==> src/slc_pkg.sv <==
`timescale 1ns / 1ps

package slc_pkg;

  localparam logic [7:0] CH_SLASH = 8'h2f;
  localparam logic [7:0] CH_STAR  = 8'h2a;
  localparam logic [7:0] CH_HASH  = 8'h23;
  localparam logic [7:0] CH_BANG  = 8'h21;
  localparam logic [7:0] CH_DASH  = 8'h2d;
  localparam logic [7:0] CH_CR    = 8'h0d;
  localparam logic [7:0] CH_LF    = 8'h0a;
  localparam logic [7:0] CH_SPACE = 8'h20;

  localparam logic [2:0] MODE_SLASH = 3'd0;
  localparam logic [2:0] MODE_HASH  = 3'd1;
  localparam logic [2:0] MODE_DDASH = 3'd2;
  localparam logic [2:0] MODE_DASH  = 3'd3;
  localparam logic [2:0] MODE_PLAIN = 3'd4;

  typedef enum logic [5:0] {
    LS_CODE_START   = 6'b000001,
    LS_CODE_CTX     = 6'b000010,
    LS_SINGLE_START = 6'b000100,
    LS_SINGLE_CTX   = 6'b001000,
    LS_BLOCK_START  = 6'b010000,
    LS_BLOCK_CTX    = 6'b100000
  } line_state_t;

  typedef enum logic [1:0] {
    CLS_CODE          = 2'd0,
    CLS_COMMENT       = 2'd1,
    CLS_EMPTY         = 2'd2,
    CLS_EMPTY_COMMENT = 2'd3
  } line_class_t;

  typedef enum logic [1:0] {
    SKIP_NONE  = 2'd0,
    SKIP_SPACE = 2'd1,
    SKIP_AFTER_CR = 2'd2
  } skip_phase_t;

  typedef struct packed {
    line_class_t line_class;
    logic        adds_to_total;
    logic        run_end;
  } event_t;

  function automatic line_class_t class_of_state(input line_state_t ls);
    line_class_t c;
    case (ls)
      LS_SINGLE_START, LS_BLOCK_START: c = CLS_EMPTY_COMMENT;
      LS_SINGLE_CTX, LS_BLOCK_CTX:     c = CLS_COMMENT;
      LS_CODE_CTX:                     c = CLS_CODE;
      default:                         c = CLS_EMPTY;
    endcase
    return c;
  endfunction

endpackage

==> src/source_line_classifier_top.sv <==
`timescale 1ns / 1ps

// Source line classifier.
// Input stream: one file byte per word on s_axis; s_axis_tlast marks the final
// byte of a file. Output stream: one line event per word on m_axis, with
// m_axis_tlast set on the last event caused by a given byte (a byte causes
// zero, one or two events).
// language_mode is loaded when language_mode_we is high; a write also restarts
// line tracking. Write it only while the block is idle.
// The events of an accepted byte are registered into the event queue and go out
// on m_axis once they reach its head. Throughput: one byte per cycle while the
// queue has room. Events sit in a four-word queue; a byte is taken while it
// holds two words or fewer, so a byte that yields two events fills two words
// and, if output keeps pace, does not hold up input. When the receiver stalls,
// the queue fills and s_axis_tready drops until room for two events is free again.
// Reset (rst, synchronous) empties the queue, sets slash comment mode and
// returns tracking to the start of a code line.
module source_line_classifier_top (
  input  logic       clk,
  input  logic       rst,
  input  logic       language_mode_we,
  input  logic [2:0] language_mode,
  input  logic       s_axis_tvalid,
  output logic       s_axis_tready,
  input  logic [7:0] s_axis_tdata,   // [7:0] byte_value
  input  logic       s_axis_tlast,   // last_byte
  output logic       m_axis_tvalid,
  input  logic       m_axis_tready,
  output logic [7:0] m_axis_tdata,   // [1:0] line_class, [2] adds_to_total, [7:3] zero
  output logic       m_axis_tlast    // run_end
);
  import slc_pkg::*;

  localparam int QDEPTH = 4;

  logic [2:0]  mode;
  line_state_t line_state, line_state_next;
  logic        pending_slash, pending_slash_next;
  logic        pending_star, pending_star_next;
  logic        pending_dash, pending_dash_next;
  logic        swallow_lf, swallow_lf_next;
  skip_phase_t skip_phase, skip_phase_next;

  event_t      q [QDEPTH];
  event_t      q_next [QDEPTH];
  logic [2:0]  count, count_next;

  line_class_t ev_cls [2];
  logic        ev_tot [2];
  logic [1:0]  ev_n;

  logic        in_fire;
  logic        out_fire;
  logic        plain;
  logic        consumed;
  logic [7:0]  b;

  assign in_fire       = s_axis_tvalid & s_axis_tready;
  assign out_fire      = m_axis_tvalid & m_axis_tready;
  assign s_axis_tready = (count <= 3'd2);
  assign m_axis_tvalid = (count != 3'd0);
  assign m_axis_tdata  = {5'd0, q[0].adds_to_total, q[0].line_class};
  assign m_axis_tlast  = q[0].run_end;
  assign plain         = (mode >= MODE_PLAIN);
  assign b             = s_axis_tdata;

  always_comb begin
    line_state_next    = line_state;
    pending_slash_next = pending_slash;
    pending_star_next  = pending_star;
    pending_dash_next  = pending_dash;
    swallow_lf_next    = swallow_lf;
    skip_phase_next    = skip_phase;
    consumed           = 1'b0;
    ev_n               = 2'd0;
    ev_cls[0]          = CLS_CODE;
    ev_cls[1]          = CLS_CODE;
    ev_tot[0]          = 1'b0;
    ev_tot[1]          = 1'b0;

    if (skip_phase == SKIP_SPACE) begin
      if (b == CH_SPACE) begin
        consumed = 1'b1;
      end else if (b == CH_CR) begin
        skip_phase_next = SKIP_AFTER_CR;
        consumed        = 1'b1;
      end else begin
        skip_phase_next = SKIP_NONE;
        consumed        = (b == CH_LF);
      end
    end else if (skip_phase == SKIP_AFTER_CR) begin
      skip_phase_next = SKIP_NONE;
      consumed        = (b == CH_LF);
    end else begin
      skip_phase_next = SKIP_NONE;
      if (swallow_lf) begin
        swallow_lf_next = 1'b0;
        consumed        = (b == CH_LF);
      end else if (pending_slash) begin
        pending_slash_next = 1'b0;
        if (b == CH_SLASH || b == CH_STAR) begin
          consumed = 1'b1;
          if (line_state == LS_CODE_CTX) begin
            ev_cls[ev_n[0]] = CLS_CODE;
            ev_tot[ev_n[0]] = 1'b0;
            ev_n            = ev_n + 2'd1;
          end
          if (line_state inside {LS_CODE_CTX, LS_CODE_START})
            line_state_next = (b == CH_SLASH) ? LS_SINGLE_START : LS_BLOCK_START;
        end
      end else if (pending_star) begin
        pending_star_next = 1'b0;
        if (b == CH_SLASH) begin
          consumed = 1'b1;
          if (line_state inside {LS_BLOCK_START, LS_BLOCK_CTX}) begin
            ev_cls[ev_n[0]] = (line_state == LS_BLOCK_START) ? CLS_EMPTY_COMMENT
                                                             : CLS_COMMENT;
            ev_tot[ev_n[0]] = 1'b1;
            ev_n            = ev_n + 2'd1;
            line_state_next = LS_CODE_START;
            skip_phase_next = SKIP_SPACE;
          end
        end
      end else if (pending_dash) begin
        pending_dash_next = 1'b0;
        if (b == CH_DASH) begin
          if (line_state_next == LS_CODE_CTX) begin
            ev_cls[ev_n[0]] = CLS_CODE;
            ev_tot[ev_n[0]] = 1'b0;
            ev_n            = ev_n + 2'd1;
            line_state_next = LS_SINGLE_START;
          end else if (line_state_next != LS_SINGLE_CTX) begin
            line_state_next = LS_SINGLE_START;
          end
        end
      end
    end

    if (!consumed) begin
      if (b == CH_CR || b == CH_LF) begin
        if (b == CH_CR)
          swallow_lf_next = 1'b1;
        if (ev_n < 2'd2) begin
          ev_cls[ev_n[0]] = plain ? CLS_CODE : class_of_state(line_state_next);
          ev_tot[ev_n[0]] = 1'b1;
          ev_n            = ev_n + 2'd1;
        end
        if (!plain) begin
          if (mode == MODE_SLASH && line_state_next == LS_BLOCK_CTX)
            line_state_next = LS_BLOCK_START;
          else if (mode != MODE_SLASH || line_state_next != LS_BLOCK_START)
            line_state_next = LS_CODE_START;
        end
      end else if (!plain) begin
        if (mode == MODE_SLASH && b == CH_SLASH) begin
          pending_slash_next = 1'b1;
        end else if (mode == MODE_SLASH && b == CH_STAR) begin
          pending_star_next = 1'b1;
        end else if (mode == MODE_DDASH && b == CH_DASH) begin
          pending_dash_next = 1'b1;
        end else if ((mode == MODE_HASH && (b == CH_HASH || b == CH_BANG)) ||
                     (mode == MODE_DASH && b == CH_DASH)) begin
          if (line_state_next == LS_CODE_CTX) begin
            if (ev_n < 2'd2) begin
              ev_cls[ev_n[0]] = CLS_CODE;
              ev_tot[ev_n[0]] = 1'b0;
              ev_n            = ev_n + 2'd1;
            end
            line_state_next = LS_SINGLE_START;
          end else if (line_state_next != LS_SINGLE_CTX) begin
            line_state_next = LS_SINGLE_START;
          end
        end else if (b != CH_SPACE) begin
          case (line_state_next)
            LS_CODE_START:   line_state_next = LS_CODE_CTX;
            LS_SINGLE_START: line_state_next = LS_SINGLE_CTX;
            LS_BLOCK_START:  line_state_next = LS_BLOCK_CTX;
            default:         line_state_next = line_state_next;
          endcase
        end
      end
    end

    if (s_axis_tlast) begin
      if (b != CH_LF && ev_n < 2'd2) begin
        ev_cls[ev_n[0]] = plain ? CLS_EMPTY : class_of_state(line_state_next);
        ev_tot[ev_n[0]] = 1'b0;
        ev_n            = ev_n + 2'd1;
      end
      line_state_next    = LS_CODE_START;
      pending_slash_next = 1'b0;
      pending_star_next  = 1'b0;
      pending_dash_next  = 1'b0;
      swallow_lf_next    = 1'b0;
      skip_phase_next    = SKIP_NONE;
    end
  end

  // event queue: head at entry 0, shifts down on pop
  always_comb begin
    q_next     = q;
    count_next = count;
    if (out_fire) begin
      for (int i = 0; i < QDEPTH - 1; i++)
        q_next[i] = q[i + 1];
      count_next = count - 3'd1;
    end
    if (in_fire && ev_n != 2'd0) begin
      q_next[count_next[1:0]] = '{ev_cls[0], ev_tot[0], ev_n == 2'd1};
      count_next              = count_next + 3'd1;
      if (ev_n == 2'd2) begin
        q_next[count_next[1:0]] = '{ev_cls[1], ev_tot[1], 1'b1};
        count_next              = count_next + 3'd1;
      end
    end
  end

  always_ff @(posedge clk) begin
    q <= q_next;
    if (rst) begin
      mode          <= MODE_SLASH;
      line_state    <= LS_CODE_START;
      pending_slash <= 1'b0;
      pending_star  <= 1'b0;
      pending_dash  <= 1'b0;
      swallow_lf    <= 1'b0;
      skip_phase    <= SKIP_NONE;
      count         <= 3'd0;
    end else begin
      count <= count_next;
      if (language_mode_we) begin
        mode          <= language_mode;
        line_state    <= LS_CODE_START;
        pending_slash <= 1'b0;
        pending_star  <= 1'b0;
        pending_dash  <= 1'b0;
        swallow_lf    <= 1'b0;
        skip_phase    <= SKIP_NONE;
      end else if (in_fire) begin
        line_state    <= line_state_next;
        pending_slash <= pending_slash_next;
        pending_star  <= pending_star_next;
        pending_dash  <= pending_dash_next;
        swallow_lf    <= swallow_lf_next;
        skip_phase    <= skip_phase_next;
      end
    end
  end

endmodule

==> config.mk <==
export PLATFORM = sky130hd
export DESIGN_NAME = source_line_classifier_top
export DESIGN_NICKNAME = d
export VERILOG_FILES = /design/src/slc_pkg.sv /design/src/source_line_classifier_top.sv
export SDC_FILE = /design/constraint.sdc
export NUM_CORES = 1
export LEC_CHECK = 0
export ABC_AREA = 1
export BUFFER_PORTS_ARGS = -buffer_cell sky130_fd_sc_hd__buf_2
export CAP_MARGIN = 10
export CORE_MARGIN = 3
export CORE_UTILIZATION = 50
export DETAILED_ROUTE_END_ITERATION = 8
export PLACE_DENSITY_LB_ADDON = 0.08
export SLEW_MARGIN = 20
export SYNTH_ARGS = -nofsm -noshare
export SYNTH_HDL_FRONTEND = slang
export SYNTH_SLANG_ARGS = --single-unit
==> constraint.sdc <==
create_clock -name clk -period 7.5 [get_ports clk]
set_input_delay 0.375 -clock clk [delete_from_list [all_inputs] [get_ports clk]]
set_output_delay 0.375 -clock clk [all_outputs]
set_load 0.05 [all_outputs]
======== Yosys cells after proc, flatten, opt, wreduce, memory -nomap -nowiden ========
Cells that the tools add are included.
storage, ports and cells
  register bits ........................... 34
  bits in latches ......................... 0
  bits in writable memories ............... 0
  memory bits (read-only) ................. 0
  input bits .............................. 17
  output and inout port bits .............. 11
  word-level logic and storage cells ...... 289
  memories kept ........................... 0
operators by class
  add/subtract/negate cells ............... 5
  multipliers ............................. 0
  div/mod/pow operators ................... 0
  $lt $le $gt $ge ......................... 12
  equal/unequal tests ..................... 36
  shift-type cells ........................ 0
  muxes and demuxes ....................... 174
  bitwise gates (word level) .............. 13
  reductions and logical operators ........ 29
operators with widths
  cell                                                              number
  6-bit 2-to-1 mux                                                  27
  2-bit 2-to-1 mux                                                  49
  1-bit 2-to-1 mux                                                  64
  4-bit 2-to-1 mux                                                  14
  8-bit by 6-bit == test with 1-bit output (second input constant)  6
  16-bit bitwise mux                                                2
  16-bit 2-to-1 mux                                                 2
  6-bit by 2-bit == test with 1-bit output (second input constant)  3
  6-bit by 5-bit == test with 1-bit output (second input constant)  3
  6-bit == test (second input constant)                             3
  6-bit one-hot mux with 3 select lines                             1
  4-bit demux with 2-bit select                                     2
  8-bit by 4-bit == test with 1-bit output (second input constant)  2
  6-bit by 1-bit == test with 1-bit output (second input constant)  2
  6-bit by 3-bit == test with 1-bit output (second input constant)  2
  6-bit by 4-bit == test with 1-bit output (second input constant)  2
  1-bit logical AND                                                 12
  12-bit 2-to-1 mux                                                 1
  6-bit by 4-bit != test with 1-bit output (second input constant)  2
  2-bit one-hot mux with 3 select lines                             2
  2-bit OR reduction                                                5
  3-bit >= comparator (second input constant)                       3
  3-bit 2-to-1 mux                                                  3
  4-bit bitwise mux                                                 2
  other kinds (32)                                                  55

======== Longest topological paths before layout ========
Gate-level depths: netlist of the first run.
  depth in word-level cells ............... 33
  depth in mapped cells ................... 29
  gate-level depth less buffers ........... 29

======== Least setup slack after synthesis of the first run ========
OpenSTA, ideal clock, no wires.
  path type ............................... input to register
  from .................................... in s_axis_tdata[7]
  to ...................................... reg q[1] in the netlist's numbering (data pin)
  library setup time ...................... 0.258 ns
  arrival time ............................ 2.799 ns
  required time ........................... 7.242 ns
  setup slack ............................. 4.443 ns
  cell stages on the path ................. 21
  path buffers ............................ 0
  path through ............................ nor2_1 > nand2_1 > nor2_8 > nand3_4 > nand2_4 > nand3_4 > nand2_2 > nand3_2 > nor4_1 > ha_1 > inv_1 > or2_2 > nand2_1 > nor2_1 > nand2_1 > nand2_1 > nand2_1 > inv_2 > nor2_1 > inv_2 > o221a_2
on the way
  word-level cells in the longest chain between the ends .. 30
  elaborated cells on any way between the ends .. 103
  those cells by class .................... 2 x add/sub; 6 x order compare; 11 x eq/ne; 65 x mux; 7 x bitwise; 12 x reduce/logical
ends and longest elaborated chain
  item                                                                      line                                                                                                     source
  from (decl)                                                               source_line_classifier_top.sv:25                                                                         input logic [7:0] s_axis_tdata,
  8-bit by 6-bit == test with 1-bit output                                  source_line_classifier_top.sv:126, source_line_classifier_top.sv:159, source_line_classifier_top.sv:162
  1-bit 2-to-1 mux                                                          source_line_classifier_top.sv:126                                                                        if (b == CH_DASH) begin
  1-bit 2-to-1 mux                                                          source_line_classifier_top.sv:124                                                                        end else if (pending_dash) begin
  2-bit 2-to-1 mux                                                          source_line_classifier_top.sv:111                                                                        end else if (pending_star) begin
  2-bit 2-to-1 mux                                                          source_line_classifier_top.sv:99                                                                         end else if (pending_slash) begin
  2-bit 2-to-1 mux                                                          source_line_classifier_top.sv:96                                                                         if (swallow_lf) begin
  2-bit 2-to-1 mux                                                          source_line_classifier_top.sv:91                                                                         end else if (skip_phase == SKIP_AFTER_CR) begin
  2-bit 2-to-1 mux                                                          source_line_classifier_top.sv:81                                                                         if (skip_phase == SKIP_SPACE) begin
  [... 14 more ...]                                                         n/a
  1-bit demux with 1-bit select / 2-bit 2-to-1 mux (equally long branches)  source_line_classifier_top.sv:187, source_line_classifier_top.sv:140
  2-bit inverter (no line) / 2-bit 2-to-1 mux (equally long branches)       n/a
  2-bit AND (no line)                                                       n/a
  2-bit 2-to-1 mux                                                          source_line_classifier_top.sv:185                                                                        if (b != CH_LF && ev_n < 2'd2) begin
  2-bit 2-to-1 mux                                                          source_line_classifier_top.sv:184                                                                        if (s_axis_tlast) begin
  16-bit bitwise mux                                                        source_line_classifier_top.sv:209                                                                        q_next[count_next[1:0]] = '{ev_cls[0], ev_tot[0], ev_n == 2'd1};
  16-bit bitwise mux                                                        source_line_classifier_top.sv:212                                                                        q_next[count_next[1:0]] = '{ev_cls[1], ev_tot[1], 1'b1};
  16-bit 2-to-1 mux (*)                                                     source_line_classifier_top.sv:211                                                                        if (ev_n == 2'd2) begin
  to (signal assigned)                                                      source_line_classifier_top.sv:219                                                                        q <= q_next;
  to (decl)                                                                 source_line_classifier_top.sv:44                                                                         event_t q [QDEPTH];
Mark *: on every way between the ends. The rest lies on a longest branch, timed or not.
A chain may end at the register's enable or synchronous reset.

======== Worst setup path in the final report of the first run ========
  from .................................... reg line_state[3]
  to ...................................... reg count[2]
on the way
  word-level cells in the longest chain between the ends .. 26
  elaborated cells on any way between the ends .. 53
  those cells by class .................... 2 x add/sub; 2 x order compare; 7 x eq/ne; 37 x mux; 5 x reduce/logical
ends and longest elaborated chain
  item                                                              line                                                                                                     source
  from (decl)                                                       source_line_classifier_top.sv:37                                                                         line_state_t line_state, line_state_next;
  from (signal assigned)                                            source_line_classifier_top.sv:240                                                                        line_state <= line_state_next;
  6-bit by 2-bit == test with 1-bit output (tied with other cells)  source_line_classifier_top.sv:103, source_line_classifier_top.sv:108, source_line_classifier_top.sv:127
  1-bit 2-to-1 mux (tied with other cells)                          source_line_classifier_top.sv:103, source_line_classifier_top.sv:127
  1-bit 2-to-1 mux (tied with other cells)                          source_line_classifier_top.sv:126
  1-bit 2-to-1 mux (tied with other cells)                          source_line_classifier_top.sv:124
  2-bit 2-to-1 mux / 6-bit 2-to-1 mux (equally long branches)       source_line_classifier_top.sv:111, source_line_classifier_top.sv:124
  2-bit 2-to-1 mux / 6-bit 2-to-1 mux (equally long branches)       source_line_classifier_top.sv:99, source_line_classifier_top.sv:111
  2-bit 2-to-1 mux / 6-bit 2-to-1 mux (equally long branches)       source_line_classifier_top.sv:96, source_line_classifier_top.sv:99
  2-bit 2-to-1 mux / 6-bit 2-to-1 mux (equally long branches)       source_line_classifier_top.sv:91, source_line_classifier_top.sv:96
  [... 10 more ...]                                                 n/a
  2-bit 2-to-1 mux (*)                                              source_line_classifier_top.sv:139                                                                        if (!consumed) begin
  2-bit less-than comparator                                        source_line_classifier_top.sv:185
  1-bit logical AND                                                 source_line_classifier_top.sv:185
  2-bit 2-to-1 mux                                                  source_line_classifier_top.sv:185
  2-bit 2-to-1 mux (*)                                              source_line_classifier_top.sv:184
  2-bit == test / 2-bit nonzero test (equally long branches)        source_line_classifier_top.sv:211, source_line_classifier_top.sv:208
  3-bit 2-to-1 mux / 1-bit logical AND (equally long branches)      source_line_classifier_top.sv:211, source_line_classifier_top.sv:208
  3-bit 2-to-1 mux (*)                                              source_line_classifier_top.sv:208                                                                        if (in_fire && ev_n != 2'd0) begin
  to (signal assigned)                                              source_line_classifier_top.sv:230                                                                        count <= count_next;
  to (decl)                                                         source_line_classifier_top.sv:46                                                                         logic [2:0] count, count_next;
Marked as above.

==> results of run 1 <==
[cell usage after synthesis (all sizes together) (2+ instances only)]
library cell,count,area share (%)
dfxtp,30,18
nand3,40,8.6
nor4,2,0.38
nand2,179,23
a31oi,2,0.38
nor2,63,9.4
xor2,3,0.80
nand4,9,1.9
o21ai,32,5.2
clkbuf,4,0.46
o2111ai,2,0.54
o31ai,2,0.46
edfxtp,4,3.7
inv,78,8.9
o22ai,3,0.57
mux2i,6,1.8
ha,9,3.4
o221ai,2,0.54
nor3,7,1.1
buf,10,2.2
a21oi,34,5.4
or2,4,0.76
[cell families after synthesis]
group                    count (synthesis)  synth area share (%)
AND/OR/NAND/NOR                        304                  45.3
buffers and inverters                   92                  11.6
AO/OA/AOI/OAI                           84                  14.9
flip-flops                              34                  22.0
adder cells (fa/ha/maj)                  9                  3.44
multiplexers                             6                  1.83
XOR/XNOR                                 3                 0.803
other                                    1                 0.115
[worst max-delay path, delay by kind of cell (launching register included)]
kind | cells | cell delay, ns
buffers and inverters | 4 | 0.58
AOI/OAI and AO/OA | 3 | 0.55
and+or+nand+nor | 12 | 2.07
DFF | 1 | 0.43
adders and majority gates | 1 | 0.22
[layer usage]
metal | track usage [%] | wire length, µm
met5 | 0 | 0
met4 | 6.80 | 111
met2 | 36.0 | 3670
met1 | 37.3 | 4470
met3 | 4.07 | 559
[worst paths after layout]
path                       from            end  slack (ns)  cells past startpoint
setup reg to reg  line_state[3]       count[2]        3.59                     20
hold reg to reg   skip_phase[1]  skip_phase[1]        0.49                      2
setup / recovery  line_state[3]       count[2]        3.59                     20
hold / removal              rst       count[0]        0.27                      2
[sequential cells by signal, indices dropped and copies added (netlist names), 2 cells and up]
signal and cells:
line_state 6, skip_phase 2, q 12, mode 3, m_axis_tdata 3, count 3
[power breakdown]
group          switching (mW)  internal, mW  total [mW]  leakage (nW)
logic                   0.334         0.154       0.488          1.49
registers              0.0228         0.234       0.257         0.284
clock network          0.0686        0.0741       0.143        0.0482
total                   0.425         0.463       0.887          1.82
[placed cells by master (no fill, tap or decap), types with 3 or more instances in the layout]
| cell type | Yosys | final |
|---|---|---|
| or2_2 | 4 | 4 |
| buf_2 | 0 | 22 |
| edfxtp_1 | 4 | 4 |
| nand3_4 | 3 | 3 |
| nand2_1 | 155 | 155 |
| conb_1 | 1 | 5 |
| o21ai_1 | 8 | 8 |
| a21oi_1 | 32 | 32 |
| nor3_1 | 7 | 7 |
| nor2_4 | 3 | 3 |
| nand2_2 | 19 | 19 |
| inv_1 | 63 | 63 |
| nand4_1 | 8 | 8 |
| inv_2 | 15 | 15 |
| xor2_1 | 3 | 3 |
| nand3_2 | 9 | 9 |
| nor2_2 | 6 | 6 |
| nand2_4 | 5 | 5 |
| o21ai_0 | 23 | 23 |
| nor2_1 | 52 | 52 |
| nand3_1 | 28 | 28 |
| dfxtp_1 | 30 | 30 |
| mux2i_1 | 6 | 6 |
| o22ai_1 | 3 | 3 |
| ha_1 | 9 | 9 |
| clkbuf_8 | 0 | 6 |
[final cells by class]
class                      instances  area, µm²  area share (%)
tap                               75       93.8            2.68
clock inverter                     1       5.00           0.143
multi-input combinational        411       2190            62.6
inverter                          78        293            8.37
sequential                        34        721            20.6
timing repair buffer              22        110            3.15
clock buffer                       7       86.3            2.47
==> metrics.csv, run 1 <==
stage,metric,value,unit
clock_tree,ctsLongestPathBuffers,2,
power_and_ir_drop,peakVddDrop,0.000231,V
sta,period_minus_slack,3.91,ns
clock_tree,htree_levels,2,
logic_synthesis,ys_ff_latch,34,
route,post_drt_wl_per_cell,14.0,µm
worst_setup_path,cp_data_arrival_time,4.14,ns
floorplan,die-area,0.00755,mm²
floorplan,start_util,53.4,%
sta,fin_crit_sh,52.1,%
sta,final.setup.worst_slack,3.59,ns
floorplan,rows,28,
clock_tree,cts_setup_buffers,0,
worst_setup_path,slowest_delay,0.43,ns
place,dp_hpwl,7.22,mm
logic_synthesis,synthFlopType,dfxtp_1,
floorplan,ios,28,
sta,maxSlewViolCount,0,
worst_setup_path,worstPathRequired,7.72,ns
final_layout,nets,578,
route,drt_iter0_drc,267,
place,io_buffers,22,
power_and_ir_drop,totalPowerFinal,0.887,mW
power_and_ir_drop,leakage,1.82,nW
floorplan,die_w,86.9,µm
route,drc,0,
global_routing,grt_max_degree,19,
final_layout,final_area,0.00350,mm²
global_routing,grt_pass1_wl,14.8,mm
sta,slew_headroom,51.3,%
final_layout,synthToLayoutAreaGrowth,6.84,%
clock_tree,ctsRootBufferMaster,clkbuf_8,
sta,rsz0062_at_grt,false,
sta,worstMarginPinSlew,0.724,ns
final_layout,utilization,57.0,%
clock_tree,cts_tree,yes,
global_routing,antenna_found_initial,0,
clock_tree,clk_pin_slew,0.08,ns
sta,fmax,256,MHz
floorplan,die_h,86.9,µm
final_layout,fin_cells,628,
clock_tree,cts_buffers,5,
place,dp.cells,620,
place,place_ws,3.58,ns
logic_synthesis,synth_area,0.00327,mm²
global_routing,grt_use_total,24.7,%
worst_setup_path,crit_slowest_cell,dfxtp_1,
route,via_count,3422,
clock_tree,clock_latency,0.29,ns
logic_synthesis,syn-mean-instance-area,6.14,µm²
final_layout,fill_cells,647,
logic_synthesis,synth_cells,533,
outcome,status,completed,
clock_tree,cts_resized,0,
route,drt_pre_antenna_iters,7,
logic_synthesis,synth_cell_types,43,
logic_synthesis,synth_seq_area_share,22.0,%
power_and_ir_drop,powerDensity,254,mW/mm²
logic_synthesis,synth_edf_count,4,
worst_setup_path,critPathMaxFanout,18,
global_routing,grt.overflow.total,0,
route,ant_nets,0,
clock_tree,cts.sinks,34,
place,placed_cell_area,0.00341,mm²
place,place.gp.congestion,0.926,
floorplan,core,0.00613,mm²
logic_synthesis,synthArstFlopShare,0,%
sta,setup_viol,0,
worst_setup_path,crit_type,reg -> reg,
sta,fin_setup_tns,0,ns
sta,fin_hold_ws,0.274,ns
route,routed_via_density,5.45,
final_layout,drive_gt1_share,18.1,%
route,totalWireLength,8.82,mm
sta,skew,0.0134,ns
min_path,hold_class,in -> reg,
worst_setup_path,worstPathCellList,inv_2 > nor2_1 > nand3_1 > nand4_1 > nand2_1 > a21oi_2 > nand3_4 > nor4_1 > ha_1 > inv_1 > or2_2 > nand2_1 > nor2_1 > inv_1 > nand3_1 > nand2_1 > inv_1 > nand3_1 > o21ai_1 > a21oi_1,
worst_setup_path,timing.critical_path.from_type,flop,
logic_synthesis,yosysWarnings,0,
global_routing,grt_pass1_vias,3057,
clock_tree,hold_buffers,0,
job,maxCapViolCount,0,
sta,hold_viol_final,0,
final_layout,diodes,0,
worst_setup_path,endpoint_kind,flop,
Note: power is estimated with default switching activity, not from simulation.
==> inputs of run 2 (changes only) <==
==> constraint.sdc (replaced) <==
create_clock -name clk -period 3.5 [get_ports clk]
set_input_delay 0.175 -clock clk [delete_from_list [all_inputs] [get_ports clk]]
set_output_delay 0.175 -clock clk [all_outputs]
set_load 0.05 [all_outputs]
==> metrics.csv, run 2 (synthesis results as in run 1) <==
stage,metric,value,unit,change
outcome,status,completed,,
place,dp_hpwl,7.32,mm,+1.4%
floorplan,die_h,86.9,µm,unchanged
place,place.gp.congestion,0.958,,+3.4%
clock_tree,cts_tree,yes,,
sta,setup_viol,0,,unchanged
final_layout,layout_commonest_cell,nand2_1,,
floorplan,core,0.00613,mm²,unchanged
clock_tree,cts_buffers,5,,unchanged
floorplan,rows,28,,unchanged
final_layout,final_area,0.00367,mm²,+5.0%
worst_setup_path,timing.critical_path.from_type,flop,,
global_routing,antenna_found_initial,0,,unchanged
power_and_ir_drop,powerDensity,546,mW/mm²,+120%
route,drt_pre_antenna_iters,6,,-1
worst_setup_path,reg2reg_slack,0.23,ns,-3.36 ns
worst_setup_path,rr_endpoint,q[1],,
route,post_drt_wl_per_cell,14.4,µm,+2.9%
worst_setup_path,critPathMaxFanout,5,,-13
final_layout,nets,590,,+2.1%
worst_setup_path,cp_num_cells,21,,+5.0%
sta,fmax,305,MHz,+19%
route,via_count,3498,,+2.2%
global_routing,grt_use_total,25.4,%,+0.71 points
worst_setup_path,slowest_delay,0.37,ns,-0.06 ns
route,ant_nets,0,,unchanged
floorplan,die-area,0.00755,mm²,unchanged
route,drt_iter0_drc,319,,+19%
clock_tree,cts.sinks,34,,unchanged
final_layout,diodes,0,,unchanged
power_and_ir_drop,peakVddDrop,0.000522,V,+130%
route,totalWireLength,9.24,mm,+4.9%
sta,period_minus_slack,3.27,ns,-0.637 ns
worst_setup_path,r2r_cells,21,,+5.0%
worst_setup_path,worst-path-buf-inv,3,,-1
clock_tree,ctsLongestPathBuffers,2,,unchanged
worst_setup_path,crit_type,reg -> reg,,
worst_setup_path,critPathTopFamily,simple AND/OR/NAND/NOR gates,,
clock_tree,htree_levels,2,,unchanged
final_layout,final_cell_mix,"152 x nand2_1, 62 x inv_1, 50 x nor2_1",,
worst_setup_path,worstPathRequired,3.56,ns,-4.16 ns
worst_setup_path,worstPathCellList,nor2_2 > nand2_1 > nor2_2 > nand3_4 > nand2_4 > nand3_4 > nand2_4 > nand3_2 > nor4_4 > ha_1 > inv_1 > or2_2 > nand2_1 > nor2_1 > nand2_2 > nand2_1 > nand2_1 > inv_2 > nor2_1 > inv_2 > o221a_2,,
worst_setup_path,cp_data_arrival_time,3.33,ns,-0.81 ns
clock_tree,ctsRootBufferMaster,clkbuf_8,,
sta,rsz0062_at_grt,false,,
final_layout,utilization,59.9,%,+2.8 points
place,placed_cell_area,0.00348,mm²,+2.2%
final_layout,drive_gt1_share,21.6,%,+3.5 points
global_routing,grt.overflow.total,0,,unchanged
final_layout,regMostFlops,q,,
sta,maxSlewViolCount,0,,unchanged
sta,worstMarginPinSlew,0.652,ns,-0.0725 ns
sta,fin_hold_ws,0.0637,ns,-0.210 ns
worst_setup_path,endpoint_kind,flop,,
global_routing,grt_pass1_wl,15.2,mm,+2.6%
power_and_ir_drop,leakage,1.89,nW,+4.0%
final_layout,largest_register_ffs,12,,unchanged
final_layout,largest_registers,"q x12, line_state x6",,
job,maxCapViolCount,0,,unchanged
clock_tree,hold_buffers,0,,unchanged
route,routed_via_density,5.47,,+0.30%
final_layout,synthToLayoutAreaGrowth,12.2,%,
sta,fin_crit_sh,93.5,%,+41 points
sta,fin_setup_tns,0,ns,unchanged
global_routing,grt_max_degree,19,,unchanged
min_path,hold_start,rst,,
min_path,hold_class,in -> reg,,
min_path,hold_depth,2,,unchanged
clock_tree,clock_latency,0.30,ns,about the same
sta,hold_viol_final,0,,unchanged
min_path,min_to,count[0],,
worst_setup_path,r2r_start,line_state[2],,
worst_setup_path,path_common_cell,nand2_1,,
floorplan,die_w,86.9,µm,unchanged
worst_setup_path,crit_slowest_cell,dfxtp_1,,
route,drc,0,,unchanged
floorplan,ios,28,,unchanged
sta,slew_headroom,56.1,%,+4.7 points
sta,skew,0.00943,ns,-0.00395 ns
floorplan,start_util,53.4,%,unchanged
global_routing,grt_pass1_vias,3120,,+2.1%
place,io_buffers,22,,unchanged
clock_tree,clk_pin_slew,0.09,ns,about the same
-- run 2: cell types whose count changed in the layout (fill, tap and decap cells not counted), moves of 2 or more --
cell | previous run | this run
nand2_4 | 5 | 7
inv_4 | 0 | 2
nand2_1 | 155 | 152
nor2_1 | 52 | 50
dfxtp_2 | 0 | 2
dfxtp_1 | 30 | 28
buf_4 | 0 | 11
-- run 2: cell type report --
class | count | area [µm²]
Clock buffer | 6 | 93.8
Clock inverter | 2 | 12.5
Fill cell | 610 | 2460
Inverter | 78 | 297
Multi-Input combinational cell | 411 | 2240
Sequential cell | 34 | 723
Tap cell | 75 | 93.8
Timing Repair Buffer | 34 | 213
-- run 2: worst max path at each step --
stage                             start       end  slack [ns]
after floorplan           line_state[0]      q[1]        0.47
after global placement    line_state[0]  count[1]        0.11
after detailed placement  line_state[0]  count[1]        0.09
after CTS                 line_state[0]      q[1]        0.08
after global routing      line_state[0]      q[1]        0.01
final                     line_state[2]      q[1]        0.23
-- run 2: power by group --
group,switching [mW],internal [mW],leakage [nW]
clock network,0.173,0.185,0.0572
logic,0.736,0.357,1.55
registers,0.0516,0.502,0.285
-- run 2: layer usage --
layer / up-vias / GRT usage [%] / wire length [µm]
li1: 1766 / - / -
met1: 1577 / 39.3 / 4540
met2: 146 / 37.5 / 3890
met3: 9 / 3.12 / 723
met4: 0 / 5.24 / 91
met5: - / 0 / 0
-- run 2: stage by stage --
step                      setup slack, ns  cells  power [mW]
final                               0.226    640        2.00
after global routing               0.0139    640        2.15
after CTS                          0.0798    638        1.98
after detailed placement           0.0946    630        1.61
after global placement              0.105    630        1.60
after floorplan                     0.467    537        1.39
-- run 2: repair_timing --
action / 4_1_cts / 5_1_grt
gates resized for setup: 0 / 15
buffers inserted: 0 / 2
endpoints found under the setup margin: 0 / 18
-- run 2: worst reg2reg max path: stages (launching register included) --
cell     delay [ns]
dfxtp_1        0.37
nor2_2         0.15
nand2_1        0.09
nor2_2         0.16
nand3_4        0.13
nand2_4        0.10
nand3_4        0.11
nand2_4        0.12
nand3_2        0.14
nor4_4         0.24
ha_1           0.18
inv_1          0.04
or2_2          0.30
nand2_1        0.06
nor2_1         0.06
nand2_2        0.09
nand2_1        0.07
nand2_1        0.12
inv_2          0.07
nor2_1         0.11
inv_2          0.08
o221a_2        0.23
